## config.mk

```make
export PLATFORM = sky130hd
export DESIGN_NAME = ecdsa_low_s_der_encoder
export DESIGN_NICKNAME = d
export VERILOG_FILES = /design/src/hw/rtl/ecd_pkg.sv /design/src/hw/rtl/ecd_alu.sv /design/src/hw/rtl/ecd_packer.sv /design/src/hw/rtl/ecdsa_low_s_der_encoder.sv
export SDC_FILE = /design/constraint.sdc
export NUM_CORES = 1
export LEC_CHECK = 0
export BUFFER_PORTS_ARGS = -buffer_cell sky130_fd_sc_hd__buf_2
export CAP_MARGIN = 0
export CORE_AREA = 8 8 256 307
export CTS_BUF_LIST = sky130_fd_sc_hd__clkbuf_4 sky130_fd_sc_hd__clkbuf_8
export DETAILED_ROUTE_END_ITERATION = 12
export DIE_AREA = 0 0 264 315
export PLACE_DENSITY = 0.7
export SLEW_MARGIN = 15
export SYNTH_ARGS = -nofsm -noshare
export SYNTH_HDL_FRONTEND = slang
export SYNTH_SLANG_ARGS = --single-unit
```

## constraint.sdc

```tcl
create_clock -name clk -period 9.3 [get_ports clk]
set_input_delay 1.86 -clock clk [delete_from_list [all_inputs] [get_ports clk]]
set_output_delay 1.86 -clock clk [all_outputs]
set_load 0.1 [all_outputs]
```

## src/hw/rtl/ecd_pkg.sv

```systemverilog
// Shared types, constants and helpers for the low-S DER signature encoder.
// Used by ecd_alu, ecd_packer and the top level ecdsa_low_s_der_encoder.
package ecd_pkg;

  localparam int WORD_W   = 64;
  localparam int CFG_IDX_W = 8;
  localparam int CFG_DAT_W = 8;

  localparam logic [CFG_IDX_W-1:0] CFG_APPEND_SIGHASH = 8'd0;
  localparam logic [CFG_IDX_W-1:0] CFG_SIGHASH_TYPE   = 8'd1;

  localparam logic [7:0] DER_TAG_SEQ = 8'h30;
  localparam logic [7:0] DER_TAG_INT = 8'h02;
  localparam logic [7:0] DER_PAD     = 8'h00;

  // secp256k1 group order n and floor(n/2), most significant word first
  localparam logic [WORD_W-1:0] ORDER_N [0:3] = '{
    64'hFFFFFFFFFFFFFFFF, 64'hFFFFFFFFFFFFFFFE,
    64'hBAAEDCE6AF48A03B, 64'hBFD25E8CD0364141
  };
  localparam logic [WORD_W-1:0] HALF_ORDER [0:3] = '{
    64'h7FFFFFFFFFFFFFFF, 64'hFFFFFFFFFFFFFFFF,
    64'h5D576E7357A4501D, 64'hDFE92F46681B20A0
  };

  typedef enum logic [3:0] {
    ST_LOAD,
    ST_CMP,
    ST_SUB,
    ST_SCAN,
    ST_HDR_SEQ,
    ST_HDR_LEN,
    ST_INT_TAG,
    ST_INT_LEN,
    ST_INT_PAD,
    ST_INT_BODY,
    ST_SIGHASH
  } state_t;

  typedef struct packed {
    logic [WORD_W-1:0] diff;
    logic              borrow;
    logic              eq;
    logic              gt;
  } alu_res_t;

  typedef struct packed {
    logic       valid;
    logic [7:0] data;
    logic       last;
  } push_t;

  typedef struct packed {
    logic [2:0] lz;   // leading zero bytes of a nonzero word
    logic       msb;  // top bit of the first nonzero byte
  } lead_t;

  function automatic lead_t lead_bytes(input logic [WORD_W-1:0] w);
    lead_t res;
    logic  hit;
    res = '0;
    hit = 1'b0;
    for (int k = 0; k < 8; k++) begin
      if (!hit && (w[WORD_W-1-8*k -: 8] != 8'h00)) begin
        hit     = 1'b1;
        res.lz  = 3'(k);
        res.msb = w[WORD_W-1-8*k];
      end
    end
    return res;
  endfunction

endpackage

```

## src/hw/rtl/ecd_alu.sv

```systemverilog
// Shared 64-bit subtract-with-borrow and magnitude compare unit.
// Depends on ecd_pkg for the result struct.
module ecd_alu (
  input  logic [ecd_pkg::WORD_W-1:0] a,
  input  logic [ecd_pkg::WORD_W-1:0] b,
  input  logic                       borrow_in,
  output ecd_pkg::alu_res_t          res
);
  import ecd_pkg::*;

  logic [WORD_W:0] full;

  assign full       = {1'b0, a} - {1'b0, b} - {{WORD_W{1'b0}}, borrow_in};
  assign res.diff   = full[WORD_W-1:0];
  assign res.borrow = full[WORD_W];
  assign res.eq     = (a == b);
  // valid as a compare only with borrow_in low
  assign res.gt     = !full[WORD_W] && (a != b);

endmodule

```

## src/hw/rtl/ecd_packer.sv

```systemverilog
// Packs the DER byte stream into 64-bit result words, top lane first,
// behind an output register. Depends on ecd_pkg for the push struct.
module ecd_packer (
  input  logic                       clk,
  input  logic                       rst_n,
  input  ecd_pkg::push_t             push,
  output logic                       push_ready,
  output logic                       out_valid,
  input  logic                       out_ready,
  output logic [ecd_pkg::WORD_W-1:0] out_der_word,
  output logic [3:0]                 out_byte_count,
  output logic                       out_last_word
);
  import ecd_pkg::*;

  logic [WORD_W-1:0] acc_r;
  logic [2:0]        cnt_r;
  logic              out_valid_r;
  logic [WORD_W-1:0] out_word_r;
  logic [3:0]        out_count_r;
  logic              out_last_r;
  logic [WORD_W-1:0] lane_word;
  logic              fire;

  assign push_ready = !out_valid_r || out_ready;
  assign fire       = push.valid && push_ready;
  assign lane_word  = acc_r | ({push.data, {(WORD_W-8){1'b0}}} >> {cnt_r, 3'b000});

  always_ff @(posedge clk) begin
    if (!rst_n) begin
      acc_r       <= '0;
      cnt_r       <= '0;
      out_valid_r <= 1'b0;
    end else if (fire) begin
      if (cnt_r == 3'd7 || push.last) begin
        out_valid_r <= 1'b1;
        out_word_r  <= lane_word;
        out_count_r <= {1'b0, cnt_r} + 4'd1;
        out_last_r  <= push.last;
        acc_r       <= '0;
        cnt_r       <= '0;
      end else begin
        if (out_ready) out_valid_r <= 1'b0;
        acc_r <= lane_word;
        cnt_r <= cnt_r + 3'd1;
      end
    end else if (out_ready) begin
      out_valid_r <= 1'b0;
    end
  end

  assign out_valid      = out_valid_r;
  assign out_der_word   = out_word_r;
  assign out_byte_count = out_count_r;
  assign out_last_word  = out_last_r;

endmodule

```

## src/hw/rtl/ecdsa_low_s_der_encoder.sv

```systemverilog
// Top level of the low-S DER encoder: sequencer, signature store, config.
// Depends on ecd_pkg, ecd_alu and ecd_packer.
//
// A signature is taken as eight 64-bit words, one per cycle (r then s, most
// significant word first); the input is not ready while a signature is being
// encoded. After the eighth transfer one 64-bit compare/subtract unit checks
// s against n/2 word by word and, if s is high, forms n - s; then the eight
// words are scanned for leading zero bytes. The DER stream (plus the optional
// sighash byte, at most 73 bytes in all) then leaves one byte per cycle
// through the packer while the result side does not stall; the packer hands
// out words, the last one possibly partial, through an output register.
// Config writes are always accepted and should be made while the block is
// idle.
module ecdsa_low_s_der_encoder (
  input  logic                          clk,
  input  logic                          rst_n,
  input  logic                          in_valid,
  output logic                          in_ready,
  input  logic [ecd_pkg::WORD_W-1:0]    in_sig_word,
  output logic                          out_valid,
  input  logic                          out_ready,
  output logic [ecd_pkg::WORD_W-1:0]    out_der_word,
  output logic [3:0]                    out_byte_count,
  output logic                          out_last_word,
  input  logic                          cfg_valid,
  output logic                          cfg_ready,
  input  logic [ecd_pkg::CFG_IDX_W-1:0] cfg_index,
  input  logic [ecd_pkg::CFG_DAT_W-1:0] cfg_data
);
  import ecd_pkg::*;

  state_t            state_r, state_nxt;
  logic [WORD_W-1:0] store_r [0:7];
  logic [2:0]        load_cnt_r;
  logic [5:0]        idx_r;
  logic              borrow_r;
  logic              sel_r;
  logic [5:0]        first_r [0:1];
  logic              found_r [0:1];
  logic              msb_r   [0:1];
  logic              append_r;
  logic [7:0]        sighash_r;

  logic [WORD_W-1:0] alu_a, alu_b;
  logic              alu_bin;
  alu_res_t          alu;
  push_t             push;
  logic              push_ready;

  logic [WORD_W-1:0] scan_word;
  lead_t             lead;
  logic              pad_eff [0:1];
  logic [5:0]        int_len [0:1];
  logic [7:0]        seq_len;
  logic [WORD_W-1:0] body_word;
  logic [7:0]        body_byte;
  logic              int_end;
  logic              in_fire;

  assign in_ready  = (state_r == ST_LOAD);
  assign in_fire   = in_valid && in_ready;
  assign cfg_ready = 1'b1;

  ecd_alu u_alu (
    .a         (alu_a),
    .b         (alu_b),
    .borrow_in (alu_bin),
    .res       (alu)
  );

  ecd_packer u_packer (
    .clk            (clk),
    .rst_n          (rst_n),
    .push           (push),
    .push_ready     (push_ready),
    .out_valid      (out_valid),
    .out_ready      (out_ready),
    .out_der_word   (out_der_word),
    .out_byte_count (out_byte_count),
    .out_last_word  (out_last_word)
  );

  // an all-zero scalar shows up as first == 32 with a forced pad byte
  always_comb begin
    for (int k = 0; k < 2; k++) begin
      pad_eff[k] = !found_r[k] || msb_r[k];
      int_len[k] = 6'd32 - first_r[k] + {5'b0, pad_eff[k]};
    end
    seq_len = 8'd4 + {2'b0, int_len[0]} + {2'b0, int_len[1]};
  end

  assign scan_word = store_r[idx_r[2:0]];
  assign lead      = lead_bytes(scan_word);
  assign body_word = store_r[{sel_r, idx_r[4:3]}];
  assign body_byte = 8'(body_word >> {~idx_r[2:0], 3'b000});

  // last byte of the current INTEGER
  always_comb begin
    int_end = 1'b0;
    if (state_r == ST_INT_PAD)  int_end = (first_r[sel_r] == 6'd32);
    if (state_r == ST_INT_BODY) int_end = (idx_r == 6'd31);
  end

  // next state
  always_comb begin
    state_nxt = state_r;
    case (state_r)
      ST_LOAD:     if (in_fire && load_cnt_r == 3'd7) state_nxt = ST_CMP;
      ST_CMP: begin
        if (!alu.eq) state_nxt = alu.gt ? ST_SUB : ST_SCAN;
        else if (idx_r[1:0] == 2'd3) state_nxt = ST_SCAN;
      end
      ST_SUB:      if (idx_r[1:0] == 2'd0) state_nxt = ST_SCAN;
      ST_SCAN:     if (idx_r[2:0] == 3'd7) state_nxt = ST_HDR_SEQ;
      ST_HDR_SEQ:  if (push_ready) state_nxt = ST_HDR_LEN;
      ST_HDR_LEN:  if (push_ready) state_nxt = ST_INT_TAG;
      ST_INT_TAG:  if (push_ready) state_nxt = ST_INT_LEN;
      ST_INT_LEN:  if (push_ready) state_nxt = pad_eff[sel_r] ? ST_INT_PAD : ST_INT_BODY;
      ST_INT_PAD, ST_INT_BODY: begin
        if (push_ready) begin
          if (int_end) begin
            if (!sel_r)        state_nxt = ST_INT_TAG;
            else if (append_r) state_nxt = ST_SIGHASH;
            else               state_nxt = ST_LOAD;
          end else begin
            state_nxt = ST_INT_BODY;
          end
        end
      end
      ST_SIGHASH:  if (push_ready) state_nxt = ST_LOAD;
      default:     state_nxt = ST_LOAD;
    endcase
  end

  // outputs: shared unit operands and byte pushes
  always_comb begin
    alu_a      = store_r[{1'b1, idx_r[1:0]}];
    alu_b      = HALF_ORDER[idx_r[1:0]];
    alu_bin    = 1'b0;
    push.valid = 1'b0;
    push.data  = DER_PAD;
    push.last  = 1'b0;
    case (state_r)
      ST_SUB: begin
        alu_a   = ORDER_N[idx_r[1:0]];
        alu_b   = store_r[{1'b1, idx_r[1:0]}];
        alu_bin = borrow_r;
      end
      ST_HDR_SEQ: begin
        push.valid = 1'b1;
        push.data  = DER_TAG_SEQ;
      end
      ST_HDR_LEN: begin
        push.valid = 1'b1;
        push.data  = seq_len;
      end
      ST_INT_TAG: begin
        push.valid = 1'b1;
        push.data  = DER_TAG_INT;
      end
      ST_INT_LEN: begin
        push.valid = 1'b1;
        push.data  = {2'b0, int_len[sel_r]};
      end
      ST_INT_PAD: begin
        push.valid = 1'b1;
        push.data  = DER_PAD;
        push.last  = int_end && sel_r && !append_r;
      end
      ST_INT_BODY: begin
        push.valid = 1'b1;
        push.data  = body_byte;
        push.last  = int_end && sel_r && !append_r;
      end
      ST_SIGHASH: begin
        push.valid = 1'b1;
        push.data  = sighash_r;
        push.last  = 1'b1;
      end
      default: ;
    endcase
  end

  always_ff @(posedge clk) begin
    if (!rst_n) begin
      state_r    <= ST_LOAD;
      load_cnt_r <= '0;
      append_r   <= 1'b1;
      sighash_r  <= 8'h01;
    end else begin
      state_r <= state_nxt;
      if (in_fire) load_cnt_r <= load_cnt_r + 3'd1;
      if (cfg_valid && cfg_index == CFG_APPEND_SIGHASH) append_r  <= cfg_data[0];
      if (cfg_valid && cfg_index == CFG_SIGHASH_TYPE)   sighash_r <= cfg_data;
    end
  end

  // datapath registers
  always_ff @(posedge clk) begin
    case (state_r)
      ST_LOAD: begin
        if (in_fire) store_r[load_cnt_r] <= in_sig_word;
        idx_r <= '0;
      end
      ST_CMP: begin
        borrow_r <= 1'b0;
        if (state_nxt == ST_SUB)       idx_r <= 6'd3;
        else if (state_nxt == ST_SCAN) idx_r <= '0;
        else                           idx_r <= idx_r + 6'd1;
        if (state_nxt == ST_SCAN) begin
          first_r <= '{6'd0, 6'd0};
          found_r <= '{1'b0, 1'b0};
        end
      end
      ST_SUB: begin
        store_r[{1'b1, idx_r[1:0]}] <= alu.diff;
        borrow_r <= alu.borrow;
        idx_r    <= idx_r - 6'd1;
        if (state_nxt == ST_SCAN) begin
          idx_r   <= '0;
          first_r <= '{6'd0, 6'd0};
          found_r <= '{1'b0, 1'b0};
        end
      end
      ST_SCAN: begin
        if (!found_r[idx_r[2]]) begin
          if (scan_word != '0) begin
            first_r[idx_r[2]] <= {1'b0, idx_r[1:0], lead.lz};
            found_r[idx_r[2]] <= 1'b1;
            msb_r[idx_r[2]]   <= lead.msb;
          end else begin
            first_r[idx_r[2]] <= first_r[idx_r[2]] + 6'd8;
          end
        end
        idx_r <= idx_r + 6'd1;
        sel_r <= 1'b0;
      end
      ST_INT_LEN, ST_INT_PAD: begin
        if (push_ready) idx_r <= first_r[sel_r];
        if (push_ready && int_end) sel_r <= 1'b1;
      end
      ST_INT_BODY: begin
        if (push_ready) idx_r <= idx_r + 6'd1;
        if (push_ready && int_end) sel_r <= 1'b1;
      end
      default: ;
    endcase
  end

endmodule
```

==> results.toml <==
[grt]
overflow = 0
grt_pass1_vias = 26740
grt.total_usage_pct = 26.2
top_usage_layer = "met2"
met3_usage_pct = 5.28
grt_pass1_wl_um = 166000
grt_util_met1_pct = 29.7
grt_max_degree = 139
grt_use_met2_pct = 46.2
antenna_found_initial = 6

[synth]
synth.distinct_cells = 80
async_flop_share_pct = 0
yosys_warnings = 0
synthTopCellsByArea = "edfxtp_1 (49%), mux4_2 (15%), ha_1 (4.9%)"
ys_seq_elements = 692
synth_edf_count = 605
syn_inst = 2852
synth_top_area_cell = "edfxtp_1"
synth_common_cells = "edfxtp_1 (605), mux4_2 (241), a21oi_1 (229), nand2_1 (189), inv_1 (160)"
synth_top_area_share_pct = 48.9
synthFlopType = "edfxtp_1"
seq_area_frac_synth_pct = 53.6
syn_nets = 3086
synth_most_common_cell = "edfxtp_1"
avgSynthCellArea_um2 = 13.0
syn-cell-area_mm2 = 0.0371

[cts]
post_cts_buffers = 0
cts-resized-gates = 0
cts_root_buf = "clkbuf_8"
cts_buffers = 106
holdBufCountCts = 0
clock_sinks = 692
cts_max_level = 3
cts_tree = "built"
clockBufferDepth = 3
clkTransAtPathRegs_ns = 0.06
clock_latency_ns = 0.74

[placed_design]
place_area_mm2 = 0.0389
dpl.hpwl_um = 80600
dp.cells = 3835
gp_congestion = 1.02
port-buffer-count = 155

[worst_setup_path]
crit_type = "reg2reg"
worstPathCellList = "buf_4 > mux4_2 > nand2b_1 > ha_1 > inv_1 > ha_1 > a21oi_1 > a21boi_0 > a311oi_1 > nand3_1 > o31ai_1 > o21bai_1 > a21oi_1 > o21a_1 > a21oi_1 > o31ai_1"
worstPathMaxFanout = 47
start_kind = "flip-flop"
cpMostUsedCell = "a21oi_1"
cpMaxStageDelayCell = "o31ai_1"
worst_setup_path_end_kind = "flip-flop"
cp.arrival_ns = 7.35
cp_data_required_time_ns = 9.68
slowest_delay_ns = 0.90

[timing]
worst_pin_slew_ns = 1.30
slew-limit-headroom_pct = 12.7
timing.fmax_ghz = 0.144
drv_slew = 0
setup_viol_count_final = 0
final_period_minus_worst_setup_slack_ns = 6.97
clock-skew-final_ns = 0.0498
period_share_pct = 74.9
rsz0062_at_grt = "no"
hold_violations = 0

[final_layout]
fin_util_pct = 56.3
fill_cells = 5977
fin_area_mm2 = 0.0413
regArea_mm2 = 0.0199
area_delta_synth_final_pct = 11.2
multi_input_area_mm2 = 0.0160
drive_gt1_share_pct = 22.3
nets = 3234
layout.cells.non_filler = 4038

[pwr]
power.density_mw_per_mm2 = 398
seq_power_share_pct = 26.1
p_clk_share_pct = 16.8
p_leak_nw = 15.5
ir_worst_vdd_uv = 226
power_w = 0.0164
p_switching_w = 0.00735
intPower_w = 0.00908
power_frac_comb_pct = 57.1
p_sw_share_pct = 44.7

[routing]
drt-wirelength-per-cell_um = 27.6
drc_errors = 0
drtIter0Drc = 2455
num_vias = 26169
final_antenna_net_count = 0
via_per_inst = 6.48
wl_um = 112000
firstDrtPassIters = 6

[die]
die_w_um = 264
placementRows = 109
core_area_mm2 = 0.0734
dieArea_mm2 = 0.0832
die_h_um = 315
start_util_pct = 50.6
io_pins = 157

[job]
max-cap-violations = 0

[worst_hold_path]
min_path_type = "reg2reg"

[run_status]
status = "finished clean"
==> cells in the final DEF, fill, tap and decap left out, types with 10 or more instances in the layout <==
cell type / n
a211oi_1: 14
a21o_1: 143
a21oi_1: 229
a31oi_1: 20
and2_1: 16
and3b_1: 32
and4b_1: 10
buf_2: 155
buf_4: 53
clkbuf_4: 29
clkbuf_8: 125
clkinv_1: 17
clkinv_2: 16
dfxtp_1: 85
edfxtp_1: 605
ha_1: 146
inv_1: 159
mux2i_1: 18
mux4_2: 241
nand2_1: 189
nand2b_1: 26
nand3_1: 28
nand4_1: 35
nor2_1: 152
nor2b_1: 34
nor3_1: 21
nor4_1: 71
o211ai_1: 10
o21a_1: 13
o21ai_0: 116
o21bai_1: 14
xnor2_1: 49
xor2_1: 33
==> per-layer routing <==
metal,share of wire (%),routed length (µm)
met2,51,56700
met1,35,39500
met5,0.037,41
met4,6.2,6860
met3,7.6,8480
==> power by group through the flow <==
stage,Combinational (W),Sequential (W),Clock [W]
after floorplan,0.00643,0.00424,0
after global routing,0.0101,0.00433,0.00291
after detailed placement,0.00918,0.00435,0
final,0.00939,0.00429,0.00275
after global placement,0.00918,0.00432,0
after CTS,0.00926,0.00429,0.00279
==> cells by family after synthesis <==
group                    after synthesis  share of synthesized area, %
AO/OA/AOI/OAI                        652                          11.0
buffers and inverters                331                          3.52
XOR/XNOR                              82                          1.93
multiplexers                         268                          15.4
adder cells (fa/ha/maj)              149                          5.08
AND/OR/NAND/NOR                      677                          9.46
other                                  1                        0.0101
flip-flops                           692                          53.6
==> worst max-delay path: cells and delay by family, from the launching register on <==
| family | cells | cell delay [ns] |
|---|---|---|
| flops | 1 | 0.89 |
| simple gates | 2 | 0.31 |
| mux | 1 | 0.63 |
| compound gates | 9 | 3.18 |
| buf+inv | 2 | 0.73 |
| fa+ha+maj | 2 | 0.73 |
==> path summary, 6_finish.rpt <==
check             cells after the start  slack (ns)                  to          startpoint
setup / recovery                     16        2.33      store_r[0][61]           flip-flop
hold / removal                        2        0.47  u_packer.acc_r[51]  u_packer.acc_r[51]
setup reg to reg                     16        2.33      store_r[0][61]           flip-flop
hold reg to reg                       2        0.47  u_packer.acc_r[51]  u_packer.acc_r[51]
==> state kept, by name, indices dropped and copies added (netlist names), 2 cells and up, named ones only <==
signal	count
u_packer.out_der_word	64
idx_r	6
store_r	512
sighash_r	8
u_packer.cnt_r	3
state_r	4
msb_r	2
found_r	2
first_r	12
load_cnt_r	3
u_packer.out_byte_count	4
u_packer.acc_r	64
==> final cells by class <==
cell class / instances / area share (%)
Timing Repair Buffer: 210 / 2.94
Multi-Input combinational cell: 1829 / 38.8
Antenna cell: 3 / 0.0182
Sequential cell: 692 / 48.2
Clock inverter: 46 / 1.04
Tap cell: 943 / 2.86
Inverter: 161 / 1.46
Clock buffer: 154 / 4.69
==> stage by stage <==
stage	TNS [ns]	hold slack, ns	setup WS [ns]
floorplan	-261.21	0.438	-2.04
global placement	0	0.450	2.48
detailed placement	0	0.456	2.43
CTS	0	0.473	2.42
global route	0	0.495	1.90
finish	0	0.472	2.33
(Power assumes the default switching activity.)
